<file path="config.mk">
export PLATFORM = sky130hd
export DESIGN_NAME = text_console_writer_unit
export DESIGN_NICKNAME = d
export VERILOG_FILES = /design/src/hdl/tcw_pkg.sv /design/src/hdl/tcw_front.sv /design/src/hdl/tcw_queue.sv /design/src/hdl/tcw_back.sv /design/src/hdl/text_console_writer_unit.sv
export SDC_FILE = /design/constraint.sdc
export NUM_CORES = 1
export LEC_CHECK = 0
export BUFFER_PORTS_ARGS = -buffer_cell sky130_fd_sc_hd__buf_2
export CELL_PAD_IN_SITES_DETAIL_PLACEMENT = 1
export CELL_PAD_IN_SITES_GLOBAL_PLACEMENT = 1
export CORE_MARGIN = 4
export CORE_UTILIZATION = 28
export CTS_CLUSTER_DIAMETER = 60
export DETAILED_ROUTE_END_ITERATION = 6
export GPL_ROUTABILITY_DRIVEN = 0
export HOLD_SLACK_MARGIN = 0.05
export PLACE_DENSITY_LB_ADDON = 0.1
export SYNTH_ARGS = -nofsm -noshare
export SYNTH_HDL_FRONTEND = slang
export SYNTH_SLANG_ARGS = --single-unit
</file>
<file path="constraint.sdc">
create_clock -name i_clk -period 6.3 [get_ports i_clk]
set_clock_uncertainty 0.05 [all_clocks]
set_input_delay 0.63 -clock i_clk [delete_from_list [all_inputs] [get_ports i_clk]]
set_output_delay 0.63 -clock i_clk [all_outputs]
set_load 0.005 [all_outputs]
</file>
<file path="src/hdl/tcw_pkg.sv">
// Shared types and constants for the text console writer.
`default_nettype none

package tcw_pkg;

    localparam int CHAR_W     = 8;
    localparam int COLOR_W    = 8;
    localparam int NIBBLE_W   = 4;
    localparam int ATTR_W     = 8;
    localparam int IDX_W      = 11;
    localparam int ROW_W      = 5;
    localparam int COL_W      = 7;
    localparam int IN_DATA_W  = 24;
    localparam int OUT_DATA_W = 40;

    localparam int QUEUE_DEPTH = 4;
    localparam int QPTR_W      = 2;
    localparam int QCNT_W      = 3;

    localparam logic [CHAR_W-1:0]   CHAR_TAB     = 8'd9;
    localparam logic [CHAR_W-1:0]   CHAR_NEWLINE = 8'd10;
    localparam logic [COLOR_W-1:0]  COLOR_LIMIT  = 8'd16;
    localparam logic [NIBBLE_W-1:0] FG_DEFAULT   = 4'hC;
    localparam logic [NIBBLE_W-1:0] BG_DEFAULT   = 4'h0;

    typedef enum logic [1:0] {
        K_PRINT   = 2'd0,
        K_NEWLINE = 2'd1,
        K_TAB     = 2'd2
    } t_kind;

    typedef struct packed {
        t_kind              kind;
        logic [CHAR_W-1:0]  char_code;
        logic [ATTR_W-1:0]  attr;
        logic               last_char;
    } t_item;

    typedef struct packed {
        logic               cell_write;
        logic [IDX_W-1:0]   cell_index;
        logic [CHAR_W-1:0]  cell_char;
        logic [ATTR_W-1:0]  cell_attr;
        logic               scroll_up;
        logic               cursor_valid;
        logic [ROW_W-1:0]   cursor_row;
        logic [COL_W-1:0]   cursor_col;
    } t_result;

endpackage

`default_nettype wire

</file>
<file path="src/hdl/tcw_front.sv">
// Front end: classifies each character beat and builds its cell attribute.
`default_nettype none

module tcw_front
    import tcw_pkg::*;
(
    input  wire logic [IN_DATA_W-1:0] i_tdata,
    input  wire logic                 i_tlast,
    output t_item                     o_item
);

    logic [CHAR_W-1:0]   w_char;
    logic [COLOR_W-1:0]  w_fg_raw;
    logic [COLOR_W-1:0]  w_bg_raw;
    logic [NIBBLE_W-1:0] w_fg;
    logic [NIBBLE_W-1:0] w_bg;

    assign w_char   = i_tdata[CHAR_W-1:0];
    assign w_fg_raw = i_tdata[CHAR_W+COLOR_W-1:CHAR_W];
    assign w_bg_raw = i_tdata[CHAR_W+2*COLOR_W-1:CHAR_W+COLOR_W];

    assign w_fg = (w_fg_raw >= COLOR_LIMIT) ? FG_DEFAULT : w_fg_raw[NIBBLE_W-1:0];
    assign w_bg = (w_bg_raw >= COLOR_LIMIT) ? BG_DEFAULT : w_bg_raw[NIBBLE_W-1:0];

    always_comb begin
        priority if (w_char == CHAR_NEWLINE) begin
            o_item.kind = K_NEWLINE;
        end else if (w_char == CHAR_TAB) begin
            o_item.kind = K_TAB;
        end else begin
            o_item.kind = K_PRINT;
        end
        o_item.char_code = w_char;
        o_item.attr      = {w_bg, w_fg};
        o_item.last_char = i_tlast;
    end

endmodule

`default_nettype wire

</file>
<file path="src/hdl/tcw_queue.sv">
// Short queue of classified items between the front and back ends.
`default_nettype none

module tcw_queue
    import tcw_pkg::*;
(
    input  wire logic  i_clk,
    input  wire logic  i_rst_n,
    input  wire logic  i_push_valid,
    output logic       o_push_ready,
    input  wire t_item i_push_item,
    output logic       o_pop_valid,
    input  wire logic  i_pop_ready,
    output t_item      o_pop_item
);

    t_item             r_mem [QUEUE_DEPTH];
    logic [QPTR_W-1:0] r_wr_ptr, n_wr_ptr;
    logic [QPTR_W-1:0] r_rd_ptr, n_rd_ptr;
    logic [QCNT_W-1:0] r_count,  n_count;
    logic              w_push;
    logic              w_pop;

    assign o_push_ready = (r_count != QCNT_W'(QUEUE_DEPTH));
    assign o_pop_valid  = (r_count != '0);
    assign o_pop_item   = r_mem[r_rd_ptr];

    assign w_push = i_push_valid && o_push_ready;
    assign w_pop  = o_pop_valid && i_pop_ready;

    always_comb begin
        n_wr_ptr = w_push ? r_wr_ptr + QPTR_W'(1) : r_wr_ptr;
        n_rd_ptr = w_pop  ? r_rd_ptr + QPTR_W'(1) : r_rd_ptr;
        n_count  = r_count + QCNT_W'(w_push) - QCNT_W'(w_pop);
    end

    always_ff @(posedge i_clk) begin
        if (!i_rst_n) begin
            r_wr_ptr <= '0;
            r_rd_ptr <= '0;
            r_count  <= '0;
        end else begin
            r_wr_ptr <= n_wr_ptr;
            r_rd_ptr <= n_rd_ptr;
            r_count  <= n_count;
        end
    end

    always_ff @(posedge i_clk) begin
        if (w_push) begin
            r_mem[r_wr_ptr] <= i_push_item;
        end
    end

endmodule

`default_nettype wire

</file>
<file path="src/hdl/tcw_back.sv">
// Back end: moves the cursor, forms the cell write and holds the result beat.
`default_nettype none

module tcw_back
    import tcw_pkg::*;
#(
    parameter int COLUMNS   = 80,
    parameter int ROWS      = 25,
    parameter int TAB_WIDTH = 4
) (
    input  wire logic  i_clk,
    input  wire logic  i_rst_n,
    input  wire logic  i_item_valid,
    output logic       o_item_ready,
    input  wire t_item i_item,
    output logic       o_res_valid,
    input  wire logic  i_res_ready,
    output t_result    o_res
);

    localparam int PH_W   = (TAB_WIDTH > 1) ? $clog2(TAB_WIDTH) : 1;
    localparam int FULL_W = ROW_W + COL_W + 1;

    logic [ROW_W-1:0] r_row,   n_row;
    logic [COL_W-1:0] r_col,   n_col;
    logic [PH_W-1:0]  r_phase, n_phase;
    logic             r_res_valid;
    t_result          r_res, n_res;

    logic             w_take;
    logic [COL_W:0]   w_col_inc;
    logic [COL_W:0]   w_col_tab;
    logic [ROW_W:0]   w_row_inc;
    logic [PH_W-1:0]  w_phase_inc;
    logic [FULL_W-1:0] w_idx_full;
    logic             w_wrap;
    logic             w_scroll;

    assign o_item_ready = !r_res_valid || i_res_ready;
    assign w_take       = i_item_valid && o_item_ready;
    assign o_res_valid  = r_res_valid;
    assign o_res        = r_res;

    assign w_col_inc   = {1'b0, r_col} + (COL_W+1)'(1);
    assign w_col_tab   = {1'b0, r_col} + (COL_W+1)'(TAB_WIDTH) - (COL_W+1)'(r_phase);
    assign w_row_inc   = {1'b0, r_row} + (ROW_W+1)'(1);
    assign w_phase_inc = (r_phase == PH_W'(TAB_WIDTH - 1)) ? '0 : r_phase + PH_W'(1);
    assign w_idx_full  = FULL_W'(r_row) * FULL_W'(COLUMNS) + FULL_W'(r_col);

    always_comb begin
        n_row    = r_row;
        n_col    = r_col;
        n_phase  = r_phase;
        w_wrap   = 1'b0;
        w_scroll = 1'b0;
        n_res    = '0;
        unique case (i_item.kind)
            K_NEWLINE: begin
                w_wrap = 1'b1;
            end
            K_TAB: begin
                if (w_col_tab >= (COL_W+1)'(COLUMNS)) begin
                    w_wrap = 1'b1;
                end else begin
                    n_col   = w_col_tab[COL_W-1:0];
                    n_phase = '0;
                end
            end
            K_PRINT: begin
                n_res.cell_write = 1'b1;
                n_res.cell_index = w_idx_full[IDX_W-1:0];
                n_res.cell_char  = i_item.char_code;
                n_res.cell_attr  = i_item.attr;
                if (w_col_inc >= (COL_W+1)'(COLUMNS)) begin
                    w_wrap = 1'b1;
                end else begin
                    n_col   = w_col_inc[COL_W-1:0];
                    n_phase = w_phase_inc;
                end
            end
            default: begin
                n_row = r_row;
            end
        endcase
        if (w_wrap) begin
            n_col   = '0;
            n_phase = '0;
            if (w_row_inc >= (ROW_W+1)'(ROWS)) begin
                w_scroll = 1'b1;
                n_row    = ROW_W'(ROWS - 1);
            end else begin
                n_row = w_row_inc[ROW_W-1:0];
            end
        end
        n_res.scroll_up    = w_scroll;
        n_res.cursor_valid = i_item.last_char;
        n_res.cursor_row   = n_row;
        n_res.cursor_col   = n_col;
    end

    always_ff @(posedge i_clk) begin
        if (!i_rst_n) begin
            r_row       <= '0;
            r_col       <= '0;
            r_phase     <= '0;
            r_res_valid <= 1'b0;
        end else begin
            if (w_take) begin
                r_row   <= n_row;
                r_col   <= n_col;
                r_phase <= n_phase;
            end
            if (o_item_ready) begin
                r_res_valid <= i_item_valid;
            end
        end
    end

    always_ff @(posedge i_clk) begin
        if (w_take) begin
            r_res <= n_res;
        end
    end

endmodule

`default_nettype wire

</file>
<file path="src/hdl/text_console_writer_unit.sv">
// Top level of the text console writer.
// Takes one character beat per clock while s_axis_tready is high and returns
// one result beat for each, in order; a beat waits in the queue and its result
// is registered in the back end. The rate is set by the cursor update in the
// back end, which takes an item whenever its result is free or being taken;
// a four-entry queue lets the input keep accepting while the output stalls,
// until it fills. Newline, tab and printable characters move the cursor over
// a COLUMNS by ROWS screen; moving past the last row raises scroll_up.
`default_nettype none

module text_console_writer_unit
    import tcw_pkg::*;
#(
    parameter int COLUMNS   = 80,
    parameter int ROWS      = 25,
    parameter int TAB_WIDTH = 4
) (
    input  wire logic                  i_clk,
    input  wire logic                  i_rst_n,
    input  wire logic                  s_axis_tvalid,
    output logic                       s_axis_tready,
    // char_code[7:0], fg_color[15:8], bg_color[23:16]
    input  wire logic [IN_DATA_W-1:0]  s_axis_tdata,
    input  wire logic                  s_axis_tlast,
    output logic                       m_axis_tvalid,
    input  wire logic                  m_axis_tready,
    // cell_index[10:0], cell_char[18:11], cell_attr[26:19], scroll_up[27],
    // cursor_row[32:28], cursor_col[39:33]
    output logic [OUT_DATA_W-1:0]      m_axis_tdata,
    // cell_write[0]
    output logic                       m_axis_tuser,
    output logic                       m_axis_tlast
);

    t_item   w_front_item;
    t_item   w_queue_item;
    logic    w_queue_valid;
    logic    w_back_ready;
    t_result w_res;

    tcw_front u_front (
        .i_tdata (s_axis_tdata),
        .i_tlast (s_axis_tlast),
        .o_item  (w_front_item)
    );

    tcw_queue u_queue (
        .i_clk        (i_clk),
        .i_rst_n      (i_rst_n),
        .i_push_valid (s_axis_tvalid),
        .o_push_ready (s_axis_tready),
        .i_push_item  (w_front_item),
        .o_pop_valid  (w_queue_valid),
        .i_pop_ready  (w_back_ready),
        .o_pop_item   (w_queue_item)
    );

    tcw_back #(
        .COLUMNS   (COLUMNS),
        .ROWS      (ROWS),
        .TAB_WIDTH (TAB_WIDTH)
    ) u_back (
        .i_clk        (i_clk),
        .i_rst_n      (i_rst_n),
        .i_item_valid (w_queue_valid),
        .o_item_ready (w_back_ready),
        .i_item       (w_queue_item),
        .o_res_valid  (m_axis_tvalid),
        .i_res_ready  (m_axis_tready),
        .o_res        (w_res)
    );

    assign m_axis_tdata = {w_res.cursor_col, w_res.cursor_row, w_res.scroll_up,
                           w_res.cell_attr, w_res.cell_char, w_res.cell_index};
    assign m_axis_tuser = w_res.cell_write;
    assign m_axis_tlast = w_res.cursor_valid;

endmodule

`default_nettype wire

</file>
==> metrics.log, run 1 <==
INFO  metric start_util = 28.5%
INFO  metric cts_tree = done
INFO  metric finalWorstPathRequiredPeriod = 3.72 ns
INFO  metric clock_latency = 0.41 ns
INFO  metric hold_path_startpoint = s_axis_tlast
INFO  metric finalSetupViolations = 0
INFO  metric cts.sink_count = 142
INFO  metric ir_worst_vdd = 0.000173 V
INFO  metric critPathTopFamily = flip-flops
INFO  metric timing.final.hold_violations = 0
INFO  metric power.sequential.fraction = 36.8%
INFO  metric floorplan.core_area = 0.0235 mm^2
INFO  metric slowest_delay = a little under 1 ns
INFO  metric critical_path.slowest_cell = dfxtp_1
INFO  metric timing.setup.critical_path_class = flip-flop to flip-flop
INFO  metric worst-path-max-fanout = 23
INFO  metric cts-buffers-inserted = 17
INFO  metric synthesis.instances = 468
INFO  metric internal_power = 2560 uW
INFO  metric synth_area_leader_cell = edfxtp_1
INFO  metric io_pins = 73
INFO  metric finish.net_count = 610
INFO  metric status = finished clean
INFO  metric first_iter_violations = 235
INFO  metric placement_rows = 56
INFO  metric synth_area = 0.00668 mm^2
INFO  metric grt_antenna_before_repair = 1
INFO  metric grt_overflow_total = 0
INFO  metric fin_crit_sh = 59.0%
INFO  metric synth_async_sr_flop_share = 0%
INFO  metric floorplan.die.width = 162 um
INFO  metric ys_seq_elements = 142
INFO  metric min_delay_path_depth = 1
INFO  metric power.combinational.fraction = 38.5%
INFO  metric reg2reg_to = u_back.o_res[10]$_DFFE_PP_
INFO  metric power.static_leakage = 0.00299 uW
INFO  metric timing.critical_path.arrival = 3.82 ns
INFO  metric post_layout_nonfiller_instances = 879
INFO  metric critical_path_depth = 7
INFO  metric ctsRootBufferMaster = clkbuf_16
INFO  metric placement.io_buffers = 72
INFO  metric ff2ff_path_depth = 7
INFO  metric yosys.area.top_type_share = 53.0%
INFO  metric synth.cells.most_frequent = 118 x edfxtp_1, 33 x nor2_1, 30 x ha_1
INFO  metric ys_warn_count = 0
INFO  metric cts.clk_slew.worst_paths = about 0.060 ns
INFO  metric sw_frac_of_total = 36.3%
INFO  metric via_per_inst = 4.57
INFO  metric critical_path_capture_point = u_back.o_res[10]$_DFFE_PP_
INFO  metric die-area = roughly 0.026 mm^2
INFO  metric synth_sequential_area_ratio = around three fifths
INFO  metric cp.required = 6.41 ns
INFO  metric wl = 15300 um
INFO  metric die-height = ~160 um
INFO  metric cts_setup_buffers = 0
INFO  metric gr-usage-all-layers = between 10% and 20%
INFO  metric power.switching = 1460 uW
INFO  metric hold_crit_path_type = primary input to flip-flop
INFO  metric post_synth_num_cell_types = 74
INFO  metric worst-path-buf-inv = 1
INFO  metric pin_count_of_the_biggest_net_entering_global_routing = 50
INFO  metric post_dp_hpwl = 10600 um
INFO  metric post_synth_edffs = 118
INFO  metric antenna-diode-count = 0
INFO  metric dp.cells = around 850
INFO  metric timing.slew.headroom = 23.7%
INFO  metric ant_nets = 0
INFO  metric worst-r2r-setup-slack = approximately 2.6 ns
INFO  metric synthMostInstantiatedCell = edfxtp_1
INFO  metric final_max_slew_viol_count = 0
INFO  metric detail_route.wl_per_cell = 17.4 um
INFO  metric most_used_dff_post_synth = edfxtp_1
INFO  metric worstSetupStartpointType = flip-flop
INFO  metric num_vias = between 4000 and 5000
INFO  metric cts_buffer_depth = 2
INFO  metric clock_share_of_power = 24.7%
INFO  metric max_cap_viol_count = 0
INFO  metric dr.pass1.iters = 4
INFO  metric worst_slew_pin_slew = around 1.1 ns
INFO  metric mappedNetlistNets = 531
INFO  metric syn-mean-instance-area = 14.3 um^2
INFO  metric cts_resized = 0
INFO  metric synth.area.top_cells = edfxtp_1 53%, dfxtp_1 7.2%, mux4_2 6.4%
INFO  metric critical_path.endpoint_type = flip-flop
INFO  metric cp_cell_sequence = mux4_2, or2_4, clkinv_1, a31oi_2, o21ai_4, nor2_1, mux2_1
INFO  metric max_freq = about 270 MHz
INFO  metric ctsHtreeMaxLevel = 4
INFO  metric layout-area-overhead-vs-synth = 19.5%
INFO  metric rsz0062_at_grt = false
INFO  metric remaining_drc_errors = 0
INFO  metric grt_first_pass_wirelength = around 25000 um
INFO  metric first_global_vias = around 4400
INFO  metric number_of_hold_buffers_added_after_cts = 0
INFO  metric setup-tns-final = 0 ns
INFO  metric drive_gt1_share = 27.0%
INFO  metric cellPowerDensity = 504 mW/mm^2
-- final cells by class --
cell class                      instances  area, um^2
Inverter                               26        97.6
Fill cell                            2485       15500
Tap cell                              319         399
Clock inverter                         15         159
Clock buffer                           17         425
Sequential cell                       142        4020
Multi-Input combinational cell        286        2500
Timing Repair Buffer                   74         375
-- state kept, by name (all words and copies together) (netlist names), named ones only --
register	flops
u_queue.r_mem	76
u_back.r_row	5
u_queue.r_count	3
u_queue.r_wr_ptr	2
u_back.o_res	42
u_back.r_col	7
u_back.r_phase	2
u_queue.r_rd_ptr	2
u_back.o_res_valid	1
-- how the worst min path moves through the flow --
stage,endpoint
after floorplan,u_back.o_res_valid$_SDFFE_PN0N_
final,u_queue.r_mem[0][0]$_DFFE_PP_
after global routing,u_queue.r_mem[3][11]$_DFFE_PP_
after CTS,u_queue.r_mem[0][11]$_DFFE_PP_
after detailed placement,u_back.o_res_valid$_SDFFE_PN0N_
after global placement,u_back.o_res_valid$_SDFFE_PN0N_
-- stage by stage --
step                      area (um^2)  total power [uW]  util (%)  hold slack, ns  setup WS [ns]
after floorplan                  6680              2570         -           0.411           2.28
after global placement           7400              3080      31.5           0.436           2.40
after detailed placement         7400              3090      31.5           0.458           2.39
after CTS                        7980              4120      34.0           0.371           2.37
after global routing             7980              4320      34.0           0.378           2.23
final                            7980              4020      34.0           0.391           2.58
-- logic make-up (layout without fill, tap and decap cells) --
logic type	count (synthesis)	count (layout)	synth area share, %
AOI/OAI and AO/OA	63	63	8.63
buffers and inverters	40	132	2.51
adders and majority gates	34	34	6.82
muxes	26	26	7.51
and+or+nand+nor	145	145	11.9
DFF	142	142	60.2
xor gates and xnor gates	18	18	2.36
-- metal layers --
metal	up-vias	GRT usage, %	wire [um]
met5	-	0	19
met2	58	21.0	7820
met4	2	3.58	150
met1	2014	15.4	6890
met3	9	2.89	414
li1	1930	-	-
-- power groups by stage --
| stage | Combinational [uW] | Sequential [uW] | Clock, uW |
|---|---|---|---|
| floorplan | 1100 | 1470 | 0 |
| global placement | 1580 | 1500 | 0 |
| detailed placement | 1580 | 1510 | 0 |
| CTS | 1600 | 1490 | 1030 |
| global route | 1730 | 1510 | 1080 |
| finish | 1550 | 1480 | 995 |
-- cells in the final DEF (no fill, tap or decap), types with 3 or more instances in the layout --
cell type    n
edfxtp_1   118
buf_2       72
nor2_1      33
ha_1        30
and2_1      29
inv_1       24
dfxtp_1     24
nand2_1     21
mux4_2      19
clkbuf_16   17
a21oi_1     12
xnor2_1     11
nand3_1     10
nand2b_1     7
xor2_1       7
nor3_1       6
and3_1       6
o21ai_0      6
inv_6        6
nor3b_1      4
nand3b_1     4
mux2i_1      4
fa_1         4
clkinv_1     3
and3_2       3
o31ai_1      3
a31oi_1      3
nor4_1       3
a21o_1       3
No activity file was read; power rests on OpenSTA's default activity.
==> inputs of run 2 (changes only) <==
clock period = 3.2 ns   (was 6.3 ns; I/O delays follow)
==> metrics.log, run 2 (synthesized netlist as in run 1, its figures left out) <==
INFO  metric status = finished clean
INFO  metric ctsHtreeMaxLevel = 4 (unchanged)
INFO  metric finalSetupViolations = 0 (unchanged)
INFO  metric start_util = 28.5% (unchanged)
INFO  metric largest_reg_flops = 76 (unchanged)
INFO  metric power = 8590 uW (+110%)
INFO  metric cp-startpoint = u_back.r_phase[1]$_SDFFE_PN0P_
INFO  metric remaining_drc_errors = 0 (unchanged)
INFO  metric worst_slew_pin_slew = 0.567 ns (-0.577 ns)
INFO  metric final_max_slew_viol_count = 0 (unchanged)
INFO  metric worst-r2r-setup-slack = 0.14 ns (-2.44 ns)
INFO  metric ir_worst_vdd = 0.000370 V (+110%)
INFO  metric cp.required = 3.31 ns (-3.10 ns)
INFO  metric cellPowerDensity = 1030 mW/mm^2 (+100%)
INFO  metric ff2ff_path_depth = 11 (+4)
INFO  metric ctsRootBufferMaster = clkbuf_16
INFO  metric cts.sink_count = 142 (unchanged)
INFO  metric drive_gt1_share = 32.2% (+5.3 points)
INFO  metric timing.critical_path.arrival = 3.17 ns (-0.65 ns)
INFO  metric die-area = 0.0264 mm^2 (unchanged)
INFO  metric num_vias = 4208 (+4.9%)
INFO  metric grt_overflow_total = 0 (unchanged)
INFO  metric cts-buffers-inserted = 17 (unchanged)
INFO  metric fillCellCount = 2500 (+0.60%)
INFO  metric timing.slew.headroom = 61.8% (+38 points)
INFO  metric first_global_vias = 4651 (+5.2%)
INFO  metric floorplan.core_area = 0.0235 mm^2 (unchanged)
INFO  metric finish.net_count = 646 (+5.9%)
INFO  metric ant_nets = 0 (unchanged)
INFO  metric grt_antenna_before_repair = 0 (-1)
INFO  metric clock_share_of_power = 23.5% (-1.2 points)
INFO  metric gr-usage-all-layers = 12.7% (+0.48 points)
INFO  metric die-height = 162 um (unchanged)
INFO  metric worstSetupStartpointType = flip-flop
INFO  metric cts_buffer_depth = 2 (unchanged)
INFO  metric regMostFlops = u_queue.r_mem
INFO  metric max_cap_viol_count = 0 (unchanged)
INFO  metric floorplan.die.width = 162 um (unchanged)
INFO  metric internal_power = 5550 uW (+120%)
INFO  metric first_iter_violations = 152 (-35%)
INFO  metric pin_count_of_the_biggest_net_entering_global_routing = 39 (-22%)
INFO  metric layout_commonest_cell = edfxtp_1
INFO  metric power.static_leakage = 0.00318 uW (+6.5%)
INFO  metric via_per_inst = 4.60 (+0.73%)
INFO  metric antenna-diode-count = 0 (unchanged)
INFO  metric hold_crit_path_type = primary input to flip-flop
INFO  metric worst-path-max-fanout = 4 (-83%)
INFO  metric mostFrequentLayoutCells = 118 x edfxtp_1, 72 x buf_2, 37 x buf_4
INFO  metric preCtsSetupSlack = -0.115 ns (-2.50 ns)
INFO  metric io_pins = 73 (unchanged)
INFO  metric post_dp_hpwl = 11300 um (+7.2%)
INFO  metric layout-area-overhead-vs-synth = 24.5%
INFO  metric timing.setup.critical_path_class = flip-flop to flip-flop
INFO  metric clock_latency = 0.41 ns (about the same)
INFO  metric timing.final.hold_violations = 0 (unchanged)
INFO  metric wl = 16000 um (+4.9%)
INFO  metric rsz0062_at_grt = false
INFO  metric fin_crit_sh = 95.6% (+37 points)
INFO  metric sw_frac_of_total = 35.4% (-0.95 points)
INFO  metric final_critical_path_setup_slack = 0.141 ns (-2.44 ns)
INFO  metric cts.clk_slew.worst_paths = 0.06 ns (about the same)
INFO  metric hold_ws = 0.0908 ns (-0.301 ns)
INFO  metric power.combinational.fraction = 43.7% (+5.2 points)
INFO  metric crit-reg2reg-launch = u_back.r_phase[1]$_SDFFE_PN0P_
INFO  metric cts_tree = done
INFO  metric number_of_hold_buffers_added_after_cts = 0 (unchanged)
INFO  metric final_core_utilization = 35.4% (+1.4 points)
INFO  metric max_freq = 327 MHz (+22%)
INFO  metric grt_first_pass_wirelength = 25700 um (+3.6%)
INFO  metric placement.io_buffers = 72 (unchanged)
INFO  metric reg2reg_to = u_back.o_res[7]$_DFFE_PP_
INFO  metric power.switching = 3040 uW (+110%)
INFO  metric detail_route.wl_per_cell = 17.5 um (+0.81%)
INFO  metric critical_path.endpoint_type = flip-flop
INFO  metric critical_path_capture_point = u_back.o_res[7]$_DFFE_PP_
INFO  metric dr.pass1.iters = 4 (unchanged)
INFO  metric placement_rows = 56 (unchanged)
INFO  metric finalWorstPathRequiredPeriod = 3.06 ns (-0.660 ns)
INFO  metric power.sequential.fraction = 32.8% (-4.0 points)
## run 2: cell type report
type | instances | area (um^2) | share of cell area [%]
sequential | 142 | 4030 | 48.4
multi-input combinational | 286 | 2550 | 30.7
timing repair buffer | 110 | 649 | 7.81
clock buffer | 19 | 433 | 5.20
tap | 319 | 399 | 4.80
clock inverter | 13 | 164 | 1.97
inverter | 26 | 97.6 | 1.17
## run 2: timing repair
| item | 4_1_cts | 5_1_grt |
|---|---|---|
| pin swaps | 2 | 4 |
| gates resized for setup | 2 | 8 |
| buffers inserted | 0 | 1 |
| endpoints found under the setup margin | 15 | 17 |
## run 2: critical path, stage by stage (launching register included)
cell	delay (ns)
dfxtp_2	0.32
inv_1	0.07
ha_4	0.25
ha_4	0.16
fa_2	0.39
a211oi_4	0.27
mux2i_2	0.31
a2111oi_4	0.08
o32a_2	0.23
o21ai_4	0.24
buf_6	0.13
mux2_2	0.32
## run 2: power groups by stage
stage / Combinational (uW) / Clock [uW] / Sequential, uW
finish: 3750 / 2020 / 2820
detailed placement: 3620 / 0 / 2860
floorplan: 2170 / 0 / 2890
global route: 4170 / 2180 / 2870
CTS: 3660 / 2080 / 2830
global placement: 3580 / 0 / 2850
## run 2: stage by stage
| step | instance area, um^2 | cells | TNS [ns] |
|---|---|---|---|
| CTS | 8260 | 914 | 0 |
| detailed placement | 7660 | 882 | -0.696 |
| finish | 8320 | 915 | 0 |
| floorplan | 6680 | 468 | 0 |
| global placement | 7660 | 882 | -0.0762 |
| global route | 8320 | 915 | 0 |
## run 2: per-layer routing
layer / GRT usage [%] / vias up / wire length (um)
met4: 4.50 / 0 / 304
met2: 21.5 / 73 / 8080
met1: 16.0 / 2116 / 7170
met5: 0 / - / 0
met3: 2.89 / 19 / 486
li1: - / 2000 / -
## run 2: how the worst min path moves through the flow
stage	start	endpoint	cells past startpoint
after floorplan	s_axis_tlast	u_queue.r_mem[0][0]$_DFFE_PP_	0
after global placement	u_back.r_phase[0]$_SDFFE_PN0P_	u_back.r_phase[0]$_SDFFE_PN0P_	2
after detailed placement	u_back.r_phase[0]$_SDFFE_PN0P_	u_back.r_phase[0]$_SDFFE_PN0P_	2
after CTS	s_axis_tlast	u_queue.r_mem[3][0]$_DFFE_PP_	1
after global routing	s_axis_tdata[2]	u_queue.r_mem[1][11]$_DFFE_PP_	1
final	s_axis_tlast	u_queue.r_mem[3][0]$_DFFE_PP_	1
==> inputs of run 3 (changes only) <==
BUFFER_PORTS_ARGS = unset   (was -buffer_cell sky130_fd_sc_hd__buf_2)
CORE_UTILIZATION = 48   (was 28)
DONT_BUFFER_PORTS = 1   (was unset)
==> metrics.log, run 3 (synthesized netlist as in run 1, its figures left out) <==
INFO  metric worstSetupStartpointType = flip-flop
INFO  metric critical_path.slowest_cell = a2111oi_4
INFO  metric max_cap_viol_count = 0 (unchanged)
INFO  metric pin_count_of_the_biggest_net_entering_global_routing = 26 (-33%)
INFO  metric clock_share_of_power = 25.0% (+1.5 points)
INFO  metric power.sequential.fraction = 34.8% (+2.0 points)
INFO  metric drive_gt1_share = 23.3% (-8.9 points)
INFO  metric critPathMostFrequentCell = ha_4
INFO  metric power.switching = 2980 uW (-1.9%)
INFO  metric grt_antenna_before_repair = 0 (unchanged)
INFO  metric floorplan.die.width = 126 um (-22%)
INFO  metric critical_path.endpoint_type = flip-flop
INFO  metric remaining_drc_errors = 0 (unchanged)
INFO  metric timing.slew.headroom = 54.9% (-7.0 points)
INFO  metric start_util = 49.7% (+21 points)
INFO  metric timing.setup.critical_path_class = flip-flop to flip-flop
INFO  metric floorplan.core_area = 0.0135 mm^2 (-43%)
INFO  metric post_dp_hpwl = 10100 um (-11%)
INFO  metric num_vias = 3982 (-5.4%)
INFO  metric cts.sink_count = 142 (unchanged)
INFO  metric worst_slew_pin_slew = 0.671 ns (+0.104 ns)
INFO  metric cp.required = 3.47 ns (+0.16 ns)
INFO  metric cts_buffer_depth = 2 (unchanged)
INFO  metric wl = 14900 um (-7.0%)
INFO  metric hold_crit_path_type = primary input to flip-flop
INFO  metric multi_input_comb_area = 0.00257 mm^2 (+0.74%)
INFO  metric worst-path-max-fanout = 4 (unchanged)
INFO  metric ff2ff_path_depth = 12 (+1)
INFO  metric ant_nets = 0 (unchanged)
INFO  metric first_iter_violations = 149 (-2.0%)
INFO  metric clock_latency = 0.42 ns (about the same)
INFO  metric final_critical_path_setup_slack = 0.104 ns (-0.0372 ns)
INFO  metric io_pins = 73 (unchanged)
INFO  metric gr-usage-all-layers = 19.8% (+7.1 points)
INFO  metric finalSetupViolations = 0 (unchanged)
INFO  metric ctsRootBufferMaster = clkbuf_16
INFO  metric final_max_slew_viol_count = 0 (unchanged)
INFO  metric cts-buffers-inserted = 17 (unchanged)
INFO  metric timing.final.hold_violations = 0 (unchanged)
INFO  metric preCtsSetupSlack = -0.148 ns (-0.0335 ns)
INFO  metric max_freq = 323 MHz (-1.2%)
INFO  metric layout-area-overhead-vs-synth = 18.1%
INFO  metric mostFrequentLayoutCells = 118 x edfxtp_1, 31 x nor2_1, 30 x buf_4
INFO  metric slowest_delay = 0.43 ns (+0.04 ns)
INFO  metric grt_first_pass_wirelength = 24200 um (-5.7%)
INFO  metric grt_overflow_total = 0 (unchanged)
INFO  metric min_delay_path_depth = 3 (+2)
INFO  metric regMostFlops = u_queue.r_mem
INFO  metric placement_rows = 42 (-25%)
INFO  metric placement.io_buffers = 0 (-100%)
INFO  metric die-area = 0.0159 mm^2 (-40%)
INFO  metric largest_reg_flops = 76 (unchanged)
INFO  metric status = finished clean
INFO  metric finalWorstPathRequiredPeriod = 3.10 ns (+0.0372 ns)
INFO  metric power.static_leakage = 0.00292 uW (-8.1%)
INFO  metric timing.critical_path.arrival = 3.37 ns (+0.20 ns)
INFO  metric antenna-diode-count = 0 (unchanged)
INFO  metric ir_worst_vdd = 0.000524 V (+42%)
INFO  metric die-height = 126 um (-22%)
INFO  metric power.combinational.fraction = 40.2% (-3.5 points)
INFO  metric detail_route.wl_per_cell = 21.2 um (+21%)
INFO  metric dr.pass1.iters = 6 (+2)
INFO  metric fillCellCount = 1291 (-48%)
INFO  metric via_per_inst = 5.66 (+23%)
INFO  metric first_global_vias = 4486 (-3.5%)
INFO  metric fin_crit_sh = 96.7% (+1.2 points)
INFO  metric cts_tree = done
INFO  metric layout.area.seq = 0.00403 mm^2 (about the same)
INFO  metric cp_cell_sequence = inv_2, ha_4, ha_4, fa_2, a211oi_4, mux2i_2, a2111oi_4, o32a_4, o21ai_4, buf_6, buf_4, o41ai_2
INFO  metric hold_ws = 0.0929 ns (+0.00210 ns)
INFO  metric cellPowerDensity = 1070 mW/mm^2 (+3.4%)
INFO  metric internal_power = 5440 uW (-1.8%)
INFO  metric layout_commonest_cell = edfxtp_1
INFO  metric sw_frac_of_total = 35.4% (about the same)
INFO  metric cts.clk_slew.worst_paths = 0.06 ns (about the same)
INFO  metric finish.net_count = 578 (-11%)
INFO  metric ctsHtreeMaxLevel = 4 (unchanged)
-- run 3: what timing repair did --
item                                   CTS  global route
setup endpoints to repair               12            12
pin swaps                                5             8
setup buffers                            1             0
endpoints found under the hold margin   48             0
gates resized for setup                  7            13
hold buffers                            10             0
-- run 3: metal layers --
| metal | global-route usage [%] | routed length [um] | part of all wire [%] |
|---|---|---|---|
| met5 | 0 | 0 | 0 |
| met2 | 33.8 | 7820 | 52 |
| met3 | 5.17 | 490 | 3.3 |
| met1 | 24.5 | 6360 | 43 |
| met4 | 6.88 | 253 | 1.7 |
-- run 3: path summary, 6_finish.rpt --
check                                       from                         endpoint  slack [ns]
setup / recovery  u_back.r_phase[1]$_SDFFE_PN0P_     u_back.r_row[2]$_SDFFE_PN0P_        0.10
hold / removal                     m_axis_tready  u_back.o_res_valid$_SDFFE_PN0N_        0.09
setup reg to reg  u_back.r_phase[1]$_SDFFE_PN0P_     u_back.r_row[2]$_SDFFE_PN0P_        0.10
hold reg to reg   u_back.r_phase[0]$_SDFFE_PN0P_   u_back.r_phase[0]$_SDFFE_PN0P_        0.43
-- run 3: per-stage QoR --
stage / total power, uW / utilization, % / TNS [ns] / std cells / cell area [um^2]
floorplan: 5060 / - / 0 / 468 / 6680
global placement: 6010 / 52.6 / -0.0463 / 661 / 7080
detailed placement: 6120 / 52.6 / -1.08 / 661 / 7080
CTS: 8420 / 58.3 / 0 / 704 / 7850
global route: 8940 / 58.7 / -0.0266 / 704 / 7890
finish: 8420 / 58.7 / 0 / 704 / 7890
-- run 3: worst max-delay path: cells and delay by family (launching register included) --
kind	cells	cell delay (ns)
AOI/OAI and AO/OA	5	1.42
adders and majority gates	3	0.75
buffers and inverters	3	0.33
DFF	1	0.33
muxes	1	0.12
-- run 3: power by group through the flow --
| stage | sequential [uW] | clock, uW | combinational, uW |
|---|---|---|---|
| after floorplan | 2890 | 0 | 2170 |
| after global placement | 2950 | 0 | 3060 |
| after detailed placement | 2970 | 0 | 3150 |
| after CTS | 2940 | 2150 | 3330 |
| after global routing | 2990 | 2250 | 3710 |
| final | 2930 | 2110 | 3390 |
-- run 3: layout make-up --
cell class | instances | share of cell area [%]
clock buffer | 17 | 5.39
clock inverter | 15 | 2.62
inverter | 26 | 1.24
multi-input combinational | 286 | 32.5
sequential | 142 | 51.0
tap | 176 | 2.79
timing repair buffer | 42 | 4.41
